## config.mk

```make
export PLATFORM = sky130hd
export DESIGN_NAME = bmp24_stream_decoder
export DESIGN_NICKNAME = d
export VERILOG_FILES = /design/src/rtl/bmp24_pkg.sv /design/src/rtl/bmp24_stream_decoder.sv
export SDC_FILE = /design/constraint.sdc
export NUM_CORES = 1
export LEC_CHECK = 0
export ABC_AREA = 1
export BUFFER_PORTS_ARGS = -buffer_cell sky130_fd_sc_hd__buf_2
export CAP_MARGIN = 10
export CORE_UTILIZATION = 25
export DETAILED_ROUTE_END_ITERATION = 10
export SLEW_MARGIN = 30
export SYNTH_ARGS = -nofsm -noshare
export SYNTH_HDL_FRONTEND = slang
export SYNTH_SLANG_ARGS = --single-unit
```

## constraint.sdc

```tcl
create_clock -name clk -period 5.4 [get_ports clk]
set_input_delay 1.08 -clock clk [delete_from_list [all_inputs] [get_ports clk]]
set_output_delay 1.08 -clock clk [all_outputs]
set_load 0.1 [all_outputs]
```

## src/rtl/bmp24_pkg.sv

```systemverilog
// Types, limits and codes shared by the 24-bit bitmap stream decoder.
`default_nettype none

package bmp24_pkg;

    localparam logic [31:0] MAX_WIDTH  = 32'd4096;
    localparam logic [31:0] MAX_HEIGHT = 32'd4096;

    localparam logic [15:0] SIG_BM     = 16'd19778;
    localparam logic [5:0]  HDR_LAST   = 6'd53;

    localparam logic [1:0] ST_PIXEL     = 2'd0;
    localparam logic [1:0] ST_BAD_SIG   = 2'd1;
    localparam logic [1:0] ST_BAD_PLANE = 2'd2;
    localparam logic [1:0] ST_BAD_SIZE  = 2'd3;

    typedef struct packed {
        logic [7:0] file_byte;
        logic       start_of_file;
    } byte_word_t;

    typedef struct packed {
        logic [7:0]  red;
        logic [7:0]  green;
        logic [7:0]  blue;
        logic [11:0] pixel_row;
        logic [11:0] pixel_col;
        logic        last_pixel;
        logic [1:0]  status;
    } pix_word_t;

    // signed 32-bit dimension must lie in 1..limit
    function automatic logic dim_ok(input logic [31:0] v, input logic [31:0] limit);
        dim_ok = !v[31] && (v != 32'd0) && (v <= limit);
    endfunction

endpackage

`default_nettype wire

```

## src/rtl/bmp24_stream_decoder.sv

```systemverilog
// 24-bit bitmap stream decoder: header parse, pixel assembly, row padding skip.
// A byte accepted into the input register is processed from there, and its
// result is registered in the output register, which drives pix_valid.
// Throughput: one byte per cycle; while a result waits on pix_stall one more
// byte is taken into the input register, after that byte_stall follows pix_stall.
// Reset: asynchronous, active low; clears both valid flags and the parse state.
`default_nettype none

module bmp24_stream_decoder
    import bmp24_pkg::*;
(
    input  wire logic       clk,
    input  wire logic       rst_n,
    input  wire logic       byte_valid,
    output logic            byte_stall,
    input  wire byte_word_t byte_word,
    output logic            pix_valid,
    input  wire logic       pix_stall,
    output pix_word_t       pix_word
);

    localparam logic [1:0] PH_HEADER = 2'd0;
    localparam logic [1:0] PH_PIXELS = 2'd1;
    localparam logic [1:0] PH_IDLE   = 2'd2;

    // input stage
    logic       s1_valid_reg, s1_valid_next;
    byte_word_t s1_word_reg;

    // output stage
    logic      out_valid_reg, out_valid_next;
    pix_word_t out_word_reg;

    // parse state
    logic [1:0]  phase_reg,  phase_next;
    logic [5:0]  index_reg,  index_next;
    logic [15:0] sig_reg,    sig_next;
    logic [31:0] width_reg,  width_next;
    logic [31:0] height_reg, height_next;
    logic [15:0] planes_reg, planes_next;
    logic [11:0] col_reg,    col_next;
    logic [11:0] row_reg,    row_next;
    logic [1:0]  comp_reg,   comp_next;
    logic [7:0]  blue_reg,   blue_next;
    logic [7:0]  green_reg,  green_next;
    logic [1:0]  pad_reg,    pad_next;

    logic      process_en;
    logic      byte_take;
    logic      res_valid;
    pix_word_t res;

    // state as seen by this word (start mark restarts the parse)
    logic [1:0]  c_phase;
    logic [5:0]  c_index;
    logic [15:0] c_sig;
    logic [31:0] c_width;
    logic [31:0] c_height;
    logic [15:0] c_planes;
    logic [11:0] c_col;
    logic [11:0] c_row;
    logic [1:0]  c_comp;
    logic [7:0]  c_blue;
    logic [7:0]  c_green;
    logic [1:0]  c_pad;
    logic [7:0]  b;
    logic [15:0] sig_upd;
    logic        row_end;
    logic        last;

    assign process_en = s1_valid_reg && (!out_valid_reg || !pix_stall);
    assign byte_stall = s1_valid_reg && !process_en;
    assign byte_take  = byte_valid && !byte_stall;
    assign pix_valid  = out_valid_reg;
    assign pix_word   = out_word_reg;

    always_comb
    begin
        if (byte_take)
        begin
            s1_valid_next = 1'b1;
        end
        else if (process_en)
        begin
            s1_valid_next = 1'b0;
        end
        else
        begin
            s1_valid_next = s1_valid_reg;
        end

        if (process_en)
        begin
            out_valid_next = res_valid;
        end
        else
        begin
            out_valid_next = out_valid_reg && pix_stall;
        end
    end

    always_comb
    begin
        b = s1_word_reg.file_byte;
        if (s1_word_reg.start_of_file)
        begin
            c_phase  = PH_HEADER;
            c_index  = '0;
            c_sig    = '0;
            c_width  = '0;
            c_height = '0;
            c_planes = '0;
            c_col    = '0;
            c_row    = '0;
            c_comp   = '0;
            c_blue   = '0;
            c_green  = '0;
            c_pad    = '0;
        end
        else
        begin
            c_phase  = phase_reg;
            c_index  = index_reg;
            c_sig    = sig_reg;
            c_width  = width_reg;
            c_height = height_reg;
            c_planes = planes_reg;
            c_col    = col_reg;
            c_row    = row_reg;
            c_comp   = comp_reg;
            c_blue   = blue_reg;
            c_green  = green_reg;
            c_pad    = pad_reg;
        end

        phase_next  = c_phase;
        index_next  = c_index;
        sig_next    = c_sig;
        width_next  = c_width;
        height_next = c_height;
        planes_next = c_planes;
        col_next    = c_col;
        row_next    = c_row;
        comp_next   = c_comp;
        blue_next   = c_blue;
        green_next  = c_green;
        pad_next    = c_pad;

        res_valid = 1'b0;
        res       = '0;

        sig_upd = c_sig | {b, 8'd0};
        row_end = ({20'd0, c_col} + 32'd1) == c_width;
        last    = row_end && (({20'd0, c_row} + 32'd1) == c_height);

        case (c_phase)
            PH_HEADER:
            begin
                case (c_index)
                    6'd0:  sig_next[7:0]      = c_sig[7:0] | b;
                    6'd1:  sig_next           = sig_upd;
                    6'd18: width_next[7:0]    = c_width[7:0] | b;
                    6'd19: width_next[15:8]   = c_width[15:8] | b;
                    6'd20: width_next[23:16]  = c_width[23:16] | b;
                    6'd21: width_next[31:24]  = c_width[31:24] | b;
                    6'd22: height_next[7:0]   = c_height[7:0] | b;
                    6'd23: height_next[15:8]  = c_height[15:8] | b;
                    6'd24: height_next[23:16] = c_height[23:16] | b;
                    6'd25: height_next[31:24] = c_height[31:24] | b;
                    6'd26: planes_next[7:0]   = c_planes[7:0] | b;
                    6'd27: planes_next[15:8]  = c_planes[15:8] | b;
                    default: ;
                endcase

                if ((c_index == 6'd1) && (sig_upd != SIG_BM))
                begin
                    phase_next   = PH_IDLE;
                    res_valid    = 1'b1;
                    res.status   = ST_BAD_SIG;
                end
                else if (c_index == HDR_LAST)
                begin
                    index_next = '0;
                    if (c_planes != 16'd1)
                    begin
                        phase_next = PH_IDLE;
                        res_valid  = 1'b1;
                        res.status = ST_BAD_PLANE;
                    end
                    else if (!dim_ok(c_width, MAX_WIDTH) || !dim_ok(c_height, MAX_HEIGHT))
                    begin
                        phase_next = PH_IDLE;
                        res_valid  = 1'b1;
                        res.status = ST_BAD_SIZE;
                    end
                    else
                    begin
                        phase_next = PH_PIXELS;
                        col_next   = '0;
                        row_next   = '0;
                        comp_next  = '0;
                        pad_next   = '0;
                    end
                end
                else
                begin
                    index_next = c_index + 6'd1;
                end
            end

            PH_PIXELS:
            begin
                if (c_pad != 2'd0)
                begin
                    pad_next = c_pad - 2'd1;
                end
                else if (c_comp == 2'd0)
                begin
                    blue_next = b;
                    comp_next = 2'd1;
                end
                else if (c_comp == 2'd1)
                begin
                    green_next = b;
                    comp_next  = 2'd2;
                end
                else
                begin
                    comp_next      = 2'd0;
                    res_valid      = 1'b1;
                    res.red        = b;
                    res.green      = c_green;
                    res.blue       = c_blue;
                    res.pixel_row  = c_height[11:0] - 12'd1 - c_row;
                    res.pixel_col  = c_col;
                    res.last_pixel = last;
                    res.status     = ST_PIXEL;
                    if (last)
                    begin
                        phase_next = PH_IDLE;
                    end
                    else if (row_end)
                    begin
                        col_next = '0;
                        row_next = c_row + 12'd1;
                        pad_next = c_width[1:0];
                    end
                    else
                    begin
                        col_next = c_col + 12'd1;
                    end
                end
            end

            default: ;
        endcase
    end

    always_ff @(posedge clk or negedge rst_n)
    begin
        if (!rst_n)
        begin
            s1_valid_reg  <= 1'b0;
            out_valid_reg <= 1'b0;
            phase_reg     <= PH_HEADER;
            index_reg     <= '0;
            sig_reg       <= '0;
            width_reg     <= '0;
            height_reg    <= '0;
            planes_reg    <= '0;
            col_reg       <= '0;
            row_reg       <= '0;
            comp_reg      <= '0;
            blue_reg      <= '0;
            green_reg     <= '0;
            pad_reg       <= '0;
        end
        else
        begin
            s1_valid_reg  <= s1_valid_next;
            out_valid_reg <= out_valid_next;
            if (process_en)
            begin
                phase_reg  <= phase_next;
                index_reg  <= index_next;
                sig_reg    <= sig_next;
                width_reg  <= width_next;
                height_reg <= height_next;
                planes_reg <= planes_next;
                col_reg    <= col_next;
                row_reg    <= row_next;
                comp_reg   <= comp_next;
                blue_reg   <= blue_next;
                green_reg  <= green_next;
                pad_reg    <= pad_next;
            end
        end
    end

    always_ff @(posedge clk)
    begin
        if (byte_take)
        begin
            s1_word_reg <= byte_word;
        end
        if (process_en && res_valid)
        begin
            out_word_reg <= res;
        end
    end

`ifndef SYNTHESIS
    a_err_fields_zero: assert property (@(posedge clk) disable iff (!rst_n)
        (out_valid_reg && (out_word_reg.status != ST_PIXEL)) |->
        (out_word_reg.red == 8'd0 && out_word_reg.green == 8'd0 &&
         out_word_reg.blue == 8'd0 && out_word_reg.pixel_row == 12'd0 &&
         out_word_reg.pixel_col == 12'd0 && !out_word_reg.last_pixel))
        else $error("error word carries pixel data");

    a_pixels_dims_ok: assert property (@(posedge clk) disable iff (!rst_n)
        (phase_reg == PH_PIXELS) |->
        (width_reg != 32'd0 && width_reg <= MAX_WIDTH &&
         height_reg != 32'd0 && height_reg <= MAX_HEIGHT))
        else $error("pixel phase with unchecked dimensions");

    a_col_in_range: assert property (@(posedge clk) disable iff (!rst_n)
        (phase_reg == PH_PIXELS) |->
        ({20'd0, col_reg} < width_reg && {20'd0, row_reg} < height_reg))
        else $error("column or row beyond image");

    a_pad_between_pixels: assert property (@(posedge clk) disable iff (!rst_n)
        (pad_reg != 2'd0 && phase_reg == PH_PIXELS) |-> (comp_reg == 2'd0))
        else $error("padding skipped inside a pixel");

    a_stall_only_full: assert property (@(posedge clk) disable iff (!rst_n)
        byte_stall |-> (s1_valid_reg && out_valid_reg && pix_stall))
        else $error("input stalled without a blocked output");
`endif

endmodule

`default_nettype wire
```

# After elaboration in Yosys (flattened, before gate mapping)
# Index checks and enable logic that the tools add are counted.
[classes] n_addsub=8 n_mul=0 div=0 n_lt_le_gt_ge=2 eq_ne=18 n_shift=0 n_mux=103 bitwise=13 n_reduce_logical=29
[ops] operator="12-bit two-way mux" n=20
[ops] operator="8-bit two-way mux" n=20
[ops] operator="32-bit two-way mux" n=4
[ops] operator="8-bit bitwise OR" n=11
[ops] operator="2-bit two-way mux" n=33
[ops] operator="13-bit by 32-bit equality test with 1-bit output" n=2
[ops] operator="32-bit by 13-bit <= comparator with 1-bit output, second input constant" n=2
[ops] operator="16-bit two-way mux" n=4
[ops] operator="32-bit nonzero test" n=2
[ops] operator="6-bit by 5-bit equality test with 1-bit output, second input constant" n=10
[ops] operator="12-bit case mux with 2 select lines" n=2
[ops] operator="12-bit by 1-bit adder with 13-bit output, second input constant" n=2
[ops] operator="12-bit by 1-bit adder with 12-bit output, second input constant" n=2
[ops] operator="6-bit two-way mux" n=4
[ops] operator="16-bit by 1-bit != test with 1-bit output, second input constant" n=1
[ops] operator="16-bit by 15-bit != test with 1-bit output, second input constant" n=1
[ops] operator="16-bit bitwise OR" n=1
[ops] operator="2-bit case mux with 2 select lines" n=4
[ops] operator="8-bit case mux with 2 select lines" n=1
[ops] operator="12-bit by 1-bit subtractor with 12-bit output, second input constant" n=1
[ops] operator="12-bit subtractor" n=1
[ops] operator="1-bit logical AND" n=11
[ops] operator="1-bit two-way mux" n=10
[ops] operator="1-bit logical NOT" n=8
[ops] operator="other kinds (12)" n=16
[totals] register_bits=210 latch_bits=0 ramBits=0 mem_bits_ro=0 output_inout_bits=53 elab_cells=196 n_memories=0

# Logic depth before layout (Yosys ltp)
# Gate-level depths: netlist of run 1.
[depth] depth_word=12 depth_mapped=25

# Worst setup path before layout of run 1
# OpenSTA, ideal clock, no wires.
[synth_path] path_type="input port to flip-flop" start="input port pix_stall" end="register out_word_reg (netlist bit pix_word[0]) (enable)" arrival_time_ns=4.339 required_ns=4.940 setup_slack_ns=0.601 stages=8 path_buffers=1 path_cell_list="nand2_1 > inv_1 > nor2_1 > inv_1 > nor2_1 > clkinv_1 > clkbuf_1 > nor2_1"
[synth_via] elab_chain_cells=4
[synth_rtl] item="start: declaration" line_no="bmp24_stream_decoder.sv:18" rtl="input wire logic pix_stall,"
[synth_rtl] item="1-bit logical NOT" line_no="bmp24_stream_decoder.sv:71" rtl="assign process_en = s1_valid_reg && (!out_valid_reg || !pix_stall);"
[synth_rtl] item="1-bit logical OR" line_no="bmp24_stream_decoder.sv:71"
[synth_rtl] item="1-bit logical AND" line_no="bmp24_stream_decoder.sv:71"
[synth_rtl] item="1-bit logical AND" line_no="bmp24_stream_decoder.sv:306" rtl="if (process_en && res_valid)"
[synth_rtl] item="end signal: assignment" line_no="bmp24_stream_decoder.sv:308" rtl="out_word_reg <= res;"
[synth_rtl] item="end: declaration" line_no="bmp24_stream_decoder.sv:32" rtl="pix_word_t out_word_reg;"
# No other way between the ends.
# A chain may end at the register's enable or synchronous reset.

# Worst setup path after layout of run 1
[layout_path] start="register s1_word_reg[0] (netlist bit)" end="register out_word_reg (netlist bit pix_word[48]) (enable)"
[layout_via] elab_chain_cells=12
[layout_rtl] item="start: declaration" line_no="bmp24_stream_decoder.sv:28" rtl="byte_word_t s1_word_reg;"
[layout_rtl] item="start signal: assignment" line_no="bmp24_stream_decoder.sv:304" rtl="s1_word_reg <= byte_word;"
[layout_rtl] item="parallel branches: the longest is 10 deep, another holds 32-bit by 13-bit <= comparator with 1-bit output"
[layout_rtl] item="1-bit case mux with 2 select lines *" line_no="bmp24_stream_decoder.sv:156" rtl="case (c_phase)"
[layout_rtl] item="1-bit logical AND *" line_no="bmp24_stream_decoder.sv:306"
# Every way passes the cells marked *.

==> flow_metrics.tcl, run 1 <==
set metrics [dict create \
    cts.root.buffer_cell "sky130_fd_sc_hd__clkbuf_16" \
    crit_end "pix_word[48]" \
    maxClockFrequency_ghz 0.2382 \
    timing.max_slew.rel_slack_pct 38.82 \
    cts_tree "built" \
    startpoint_of_the_most_critical_hold_path "blue_reg[2]" \
    run_status "finished, final reports clean" \
    synth.yosys.seq_area_share_pct 47.92 \
    n_fill_cell 4891 \
    die_width_um 217.3 \
    postRouteAntennaNets 0 \
    worst_slew_pin_slew_ns 0.9176 \
    io_buffers 65 \
    hpwl_um 24820 \
    first_global_vias 10130 \
    timing.final.crit_share_pct 77.76 \
    finalClockSkew_ns 0.01739 \
    hold_viol 0 \
    synth_area_per_cell_um2 7.709 \
    clock_input_transition_at_the_sequential_cells_of_the_worst_setup_and_hold_paths_ns 0.06 \
    cts_setup_buffers 0 \
    global_route_wire_length_before_repair_um 56420 \
    ys.warnings.count 0 \
    synth.net_count 1534 \
    crit-reg2reg-launch "s1_word_reg[0]" \
    postCtsResizedCells 0 \
    clock_latency_ns 0.56 \
    tritoncts.num_buffers 25 \
    detail_route.first_pass.iterations 5 \
    grt.overflow.total 0 \
    vias_per_cell 4.903 \
    crit_path_max_fanout 49 \
    fp.dieArea_um2 47240 \
    timing.reg2reg.worst_path_depth 11 \
    syn-cell-area_um2 11590 \
    static-leakage-power_uw 0.006167 \
    drc_errors 0 \
    wl_um 36160 \
    core-area_um2 45580 \
    finalHoldWorstSlack_ns 0.4986 \
    timing.setup.critical_path_class "reg2reg" \
    crit_path_start "s1_word_reg[0]" \
    flip_flop_count_of_the_largest_register_after_layout 51 \
    cts_buffer_depth 3 \
    crit_path_start_kind "register" \
    setup_viol_count_final 0 \
    cts_hold_buffers 0 \
    setup_total_negative_slack_ns 0 \
    power_per_cell_area_nw_per_um2 411.1 \
    path_category_of_the_worst_min_delay_check "reg2reg" \
    antenna_cells_inserted 0 \
    maxSlewViolCount 0 \
    grt_antenna_before_repair 0 \
    power.total_uw 5495 \
    post_synth_cell_types 44 \
    synth-async-reset-ratio_pct 71.43 \
    drive_gt1_share_pct 10.29 \
    ys_dominant_reg_cell "sky130_fd_sc_hd__dfrtp_1" \
    synth-edff-count 60 \
    gr-usage-all-layers_pct 15.07 \
    gpl.final_weighted_congestion 0.9104 \
    cts-htree-levels 1 \
    reg2reg_setup_slack_ns 1.20 \
    post_synth_inst_count 1504 \
    cts_num_sinks 210 \
    grt_setup_unrepaired "no" \
    grt_max_degree 113 \
    timing.final.crit_period_ns 4.199 \
    boundaryPins 66 \
    wl_per_cell_um 16.71 \
    leading_cell_type_in_the_layout_fill_and_taps_excluded "sky130_fd_sc_hd__nand2_1" \
    most-common-layout-cells "283 x sky130_fd_sc_hd__nand2_1, 189 x sky130_fd_sc_hd__o21ai_0, 186 x sky130_fd_sc_hd__nor2_1, 183 x sky130_fd_sc_hd__inv_1, 150 x sky130_fd_sc_hd__dfrtp_1" \
    worst_r2r_endpoint "pix_word[48]" \
    placementRows 78 \
    cp-end-kind "register" \
    initial_core_util_pct 25.44 \
    max-vdd-ir-drop_v 0.0002271 \
    crit_arrival_ns 4.38 \
    layout_area_growth_over_synthesis_pct 15.29 \
    dr.first_iter.drc_count 1046 \
    postSynthRegisterBits 210 \
    design.final.nets 1575 \
    worstPathRequired_ns 5.58 \
    timing.max_cap.violations 0 \
    chipHeight_um 217.3 \
    routed-via-count 10610 \
    final_core_utilization_pct 29.33 \
]
==> layout make-up <==
class                   count  area [um^2]  area share [%]
well taps                 600        750.7           5.616
clock buffers              34        711.9           5.326
multi-input cells        1039         5046           37.75
inverters                 189        710.7           5.317
clock inverters            12        131.4          0.9829
repair buffers             80        460.4           3.445
flip-flops and latches    210         5555           41.56
==> power breakdown <==
group | total, uW | switching [uW] | leakage (uW) | internal, uW
registers | 2060 | 188 | 0.00261 | 1870
logic | 1690 | 1250 | 0.00315 | 443
clock network | 1740 | 715 | 0.000414 | 1030
total | 5490 | 2150 | 0.00617 | 3340
==> per-layer routing <==
metal	part of all wire, %	GRT usage (%)	vias up	wire length [um]
met5	0	0	-	0
met4	3.0	5.188	0	1080
met3	5.2	1.901	70	1863
met2	47	24.62	342	16870
met1	45	20.45	5094	16340
li1	-	-	5105	-
==> synthesized netlist by cell type (2+ instances only) <==
cell type	instances	area, um^2
sky130_fd_sc_hd__a21oi_1	90	450.4
sky130_fd_sc_hd__a22oi_1	5	37.54
sky130_fd_sc_hd__a31oi_1	3	18.77
sky130_fd_sc_hd__buf_1	3	11.26
sky130_fd_sc_hd__buf_2	9	45.04
sky130_fd_sc_hd__buf_4	3	22.52
sky130_fd_sc_hd__buf_6	5	56.30
sky130_fd_sc_hd__clkbuf_1	46	172.7
sky130_fd_sc_hd__clkinv_1	2	7.510
sky130_fd_sc_hd__dfrtp_1	150	3754
sky130_fd_sc_hd__edfxtp_1	60	1802
sky130_fd_sc_hd__ha_1	16	200.2
sky130_fd_sc_hd__inv_1	184	690.7
sky130_fd_sc_hd__inv_2	3	11.26
sky130_fd_sc_hd__nand2_1	284	1066
sky130_fd_sc_hd__nand2_2	7	43.79
sky130_fd_sc_hd__nand3_1	104	520.5
sky130_fd_sc_hd__nand3_2	5	50.05
sky130_fd_sc_hd__nand4_1	22	137.6
sky130_fd_sc_hd__nor2_1	193	724.4
sky130_fd_sc_hd__nor2_2	11	68.82
sky130_fd_sc_hd__nor2_4	5	56.30
sky130_fd_sc_hd__nor3_1	12	60.06
sky130_fd_sc_hd__nor4_1	8	50.05
sky130_fd_sc_hd__o2111ai_1	2	17.52
sky130_fd_sc_hd__o211ai_1	5	37.54
sky130_fd_sc_hd__o21a_1	10	75.07
sky130_fd_sc_hd__o21ai_0	189	945.9
sky130_fd_sc_hd__o21ai_1	13	65.06
sky130_fd_sc_hd__o21bai_1	2	15.01
sky130_fd_sc_hd__o221ai_1	2	17.52
sky130_fd_sc_hd__o22ai_1	38	237.7
sky130_fd_sc_hd__xor2_1	2	17.52
==> worst max-delay path, cell delays in order (launching register included) <==
cell	delay [ns]
sky130_fd_sc_hd__edfxtp_1	0.65
sky130_fd_sc_hd__clkinv_2	0.50
sky130_fd_sc_hd__buf_4	0.42
sky130_fd_sc_hd__nand2_1	0.18
sky130_fd_sc_hd__ha_1	0.24
sky130_fd_sc_hd__nand3_1	0.28
sky130_fd_sc_hd__a21oi_1	0.37
sky130_fd_sc_hd__inv_1	0.12
sky130_fd_sc_hd__nand2_1	0.11
sky130_fd_sc_hd__a21oi_1	0.13
sky130_fd_sc_hd__nor2_4	0.18
sky130_fd_sc_hd__buf_4	0.58
==> through the flow <==
stage               setup slack, ns  instances  area [um^2]
global placement              1.324       2118        12510
detailed placement            1.257       2118        12520
finish                        1.201       2164        13370
CTS                           1.226       2164        13360
floorplan                    0.6013       1504        11590
global route                 0.9558       2164        13370
==> worst min path at each step <==
stage,slack (ns),depth (start not counted),to
floorplan,0.46,1,blue_reg[0]
global placement,0.47,1,blue_reg[6]
detailed placement,0.49,1,blue_reg[3]
CTS,0.50,1,blue_reg[3]
global route,0.51,1,blue_reg[3]
finish,0.50,1,blue_reg[2]
==> cells by family (layout without fill, tap and decap cells) <==
| logic type | after synthesis | count (layout) | share of synthesized area, % |
|---|---|---|---|
| compound gates | 364 | 364 | 16.91 |
| flops | 210 | 210 | 47.92 |
| simple gates | 655 | 655 | 24.27 |
| buf+inv | 255 | 315 | 8.774 |
| fa+ha+maj | 17 | 17 | 1.899 |
| xor+xnor | 3 | 3 | 0.2267 |
Power figures use the tool's default switching activity.
==> run 2: changes to the inputs <==
Clock period 5.4 ns to 3.4 ns, I/O delays scaled along.
==> flow_metrics.tcl, run 2 (synthesis results as in run 1) <==
set metrics [dict create \
    run_status "finished, final reports clean" \
    finalClockSkew_ns 0.01684 \
    flip_flop_count_of_the_largest_register_after_layout 51 \
    drive_gt1_share_pct 11.69 \
    drc_errors 0 \
    max-vdd-ir-drop_v 0.0003013 \
    grt_max_degree 90 \
    maxSlewViolCount 0 \
    grt.overflow.total 0 \
    cts_hold_buffers 0 \
    cts_num_sinks 210 \
    fin_area_um2 13660 \
    clock_input_transition_at_the_sequential_cells_of_the_worst_setup_and_hold_paths_ns 0.06 \
    n_fill_cell 4849 \
    gpl.final_weighted_congestion 0.9530 \
    timing.final.crit_share_pct 92.85 \
    clock_latency_ns 0.55 \
    multi_input_comb_area_um2 5046 \
    dr.first_iter.drc_count 857 \
    die_width_um 217.3 \
    timing.final.crit_period_ns 3.157 \
    routed-via-count 10690 \
    postRouteAntennaNets 0 \
    antenna_cells_inserted 0 \
    crit_family "simple AND/OR/NAND/NOR gates" \
    hold_viol 0 \
    tritoncts.num_buffers 25 \
    placementRows 78 \
    static-leakage-power_uw 0.006331 \
    path_category_of_the_worst_min_delay_check "in2async" \
    final_core_utilization_pct 29.96 \
    timing.setup.critical_path_class "reg2reg" \
    layout_area_growth_over_synthesis_pct 17.80 \
    core-area_um2 45580 \
    seqCellArea_um2 5555 \
    placed_cell_area_um2 12820 \
    cts.root.buffer_cell "sky130_fd_sc_hd__clkbuf_16" \
    design.final.nets 1602 \
    fp.dieArea_um2 47240 \
    worstPathRequired_ns 3.64 \
    most-common-layout-cells "284 x sky130_fd_sc_hd__nand2_1, 189 x sky130_fd_sc_hd__nor2_1, 189 x sky130_fd_sc_hd__o21ai_0, 183 x sky130_fd_sc_hd__inv_1, 150 x sky130_fd_sc_hd__dfrtp_1" \
    timing.max_cap.violations 0 \
    grt_setup_unrepaired "no" \
    power_per_cell_area_nw_per_um2 639.1 \
    first_global_vias 10280 \
    hpwl_um 25410 \
    grt_antenna_before_repair 0 \
    crit_path_max_fanout 28 \
    wl_per_cell_um 16.53 \
    cts-htree-levels 1 \
    global_route_wire_length_before_repair_um 57520 \
    initial_core_util_pct 25.44 \
    worst_slew_pin_slew_ns 0.8227 \
    critical-path-top-cell-by-count "sky130_fd_sc_hd__nand2_1" \
    detail_route.first_pass.iterations 6 \
    timing.max_slew.rel_slack_pct 45.00 \
    cp-end-kind "register" \
    io_buffers 65 \
    setup_viol_count_final 0 \
    cp_cell_sequence "buf_4 > nor2_1 > nor4_1 > nand3b_1 > nand2_1 > nor2_1 > nand3_1 > nand2_1 > nand2_1 > a21oi_1 > nor2_4 > buf_12" \
    vias_per_cell 4.878 \
    wl_um 36210 \
    crit_path_start_kind "register" \
    cts_buffer_depth 3 \
    timing.critical_path.slowest_stage_cell "sky130_fd_sc_hd__nor4_1" \
    leading_cell_type_in_the_layout_fill_and_taps_excluded "sky130_fd_sc_hd__nand2_1" \
    cts_tree "built" \
    boundaryPins 66 \
    crit_arrival_ns 3.40 \
    maxClockFrequency_ghz 0.3168 \
    setup_total_negative_slack_ns 0 \
    gr-usage-all-layers_pct 15.32 \
    critPathMaxStageDelay_ns 0.54 \
    crit_buf_inv 2 \
    chipHeight_um 217.3 \
]
[run 2: changes by cell type in the layout (fill, tap and decap cells not counted), sizes merged]
cell / delta
buf: +27
bufinv: -1
clkbuf: +2
inv: -1
[run 2: worst paths after layout]
path	start	slack (ns)	cells after the start	to
max	s1_word_reg[0]	0.24	12	pix_word[12]
min	rst_n	0.17	1	blue_reg[2]
max in group asynchronous	rst_n	2.53	2	height_reg[21]
min in group clk	byte_word[7]	0.31	1	b[6]
max reg2reg	s1_word_reg[0]	0.24	12	pix_word[12]
min reg2reg	blue_reg[4]	0.49	1	blue_reg[4]
[run 2: cell type report]
cell class,count,area share [%]
Sequential cell,210,40.68
Multi-Input combinational cell,1039,36.95
Timing Repair Buffer,107,5.653
Tap cell,600,5.497
Clock buffer,36,5.323
Inverter,189,5.204
Clock inverter,10,0.6963
[run 2: through the flow]
step	instances	hold slack, ns	setup slack [ns]	power [uW]
floorplan	1504	0.3844	0.1330	5164
global placement	2144	0.4736	0.2709	6014
detailed placement	2144	0.4807	0.2628	6047
CTS	2190	0.1834	0.2434	8749
global route	2191	0.1927	0.006304	9259
finish	2191	0.1660	0.2432	8728
[run 2: repair_timing]
item                                    CTS  global route
gates resized for setup                   0             2
endpoints found under the setup margin    0             4
buffers inserted                          0             1
[run 2: where the power goes]
part,leakage (uW),switching [uW],internal [uW]
registers,0.00261,284,2970
clock network,0.000405,1110,1570
logic,0.00332,2000,790
[run 2: layer usage]
metal / part of all wire [%] / track usage, %
met1: 45 / 21.30
met2: 45 / 24.46
met5: 0 / 0
met3: 6.2 / 2.041
met4: 3.1 / 4.906
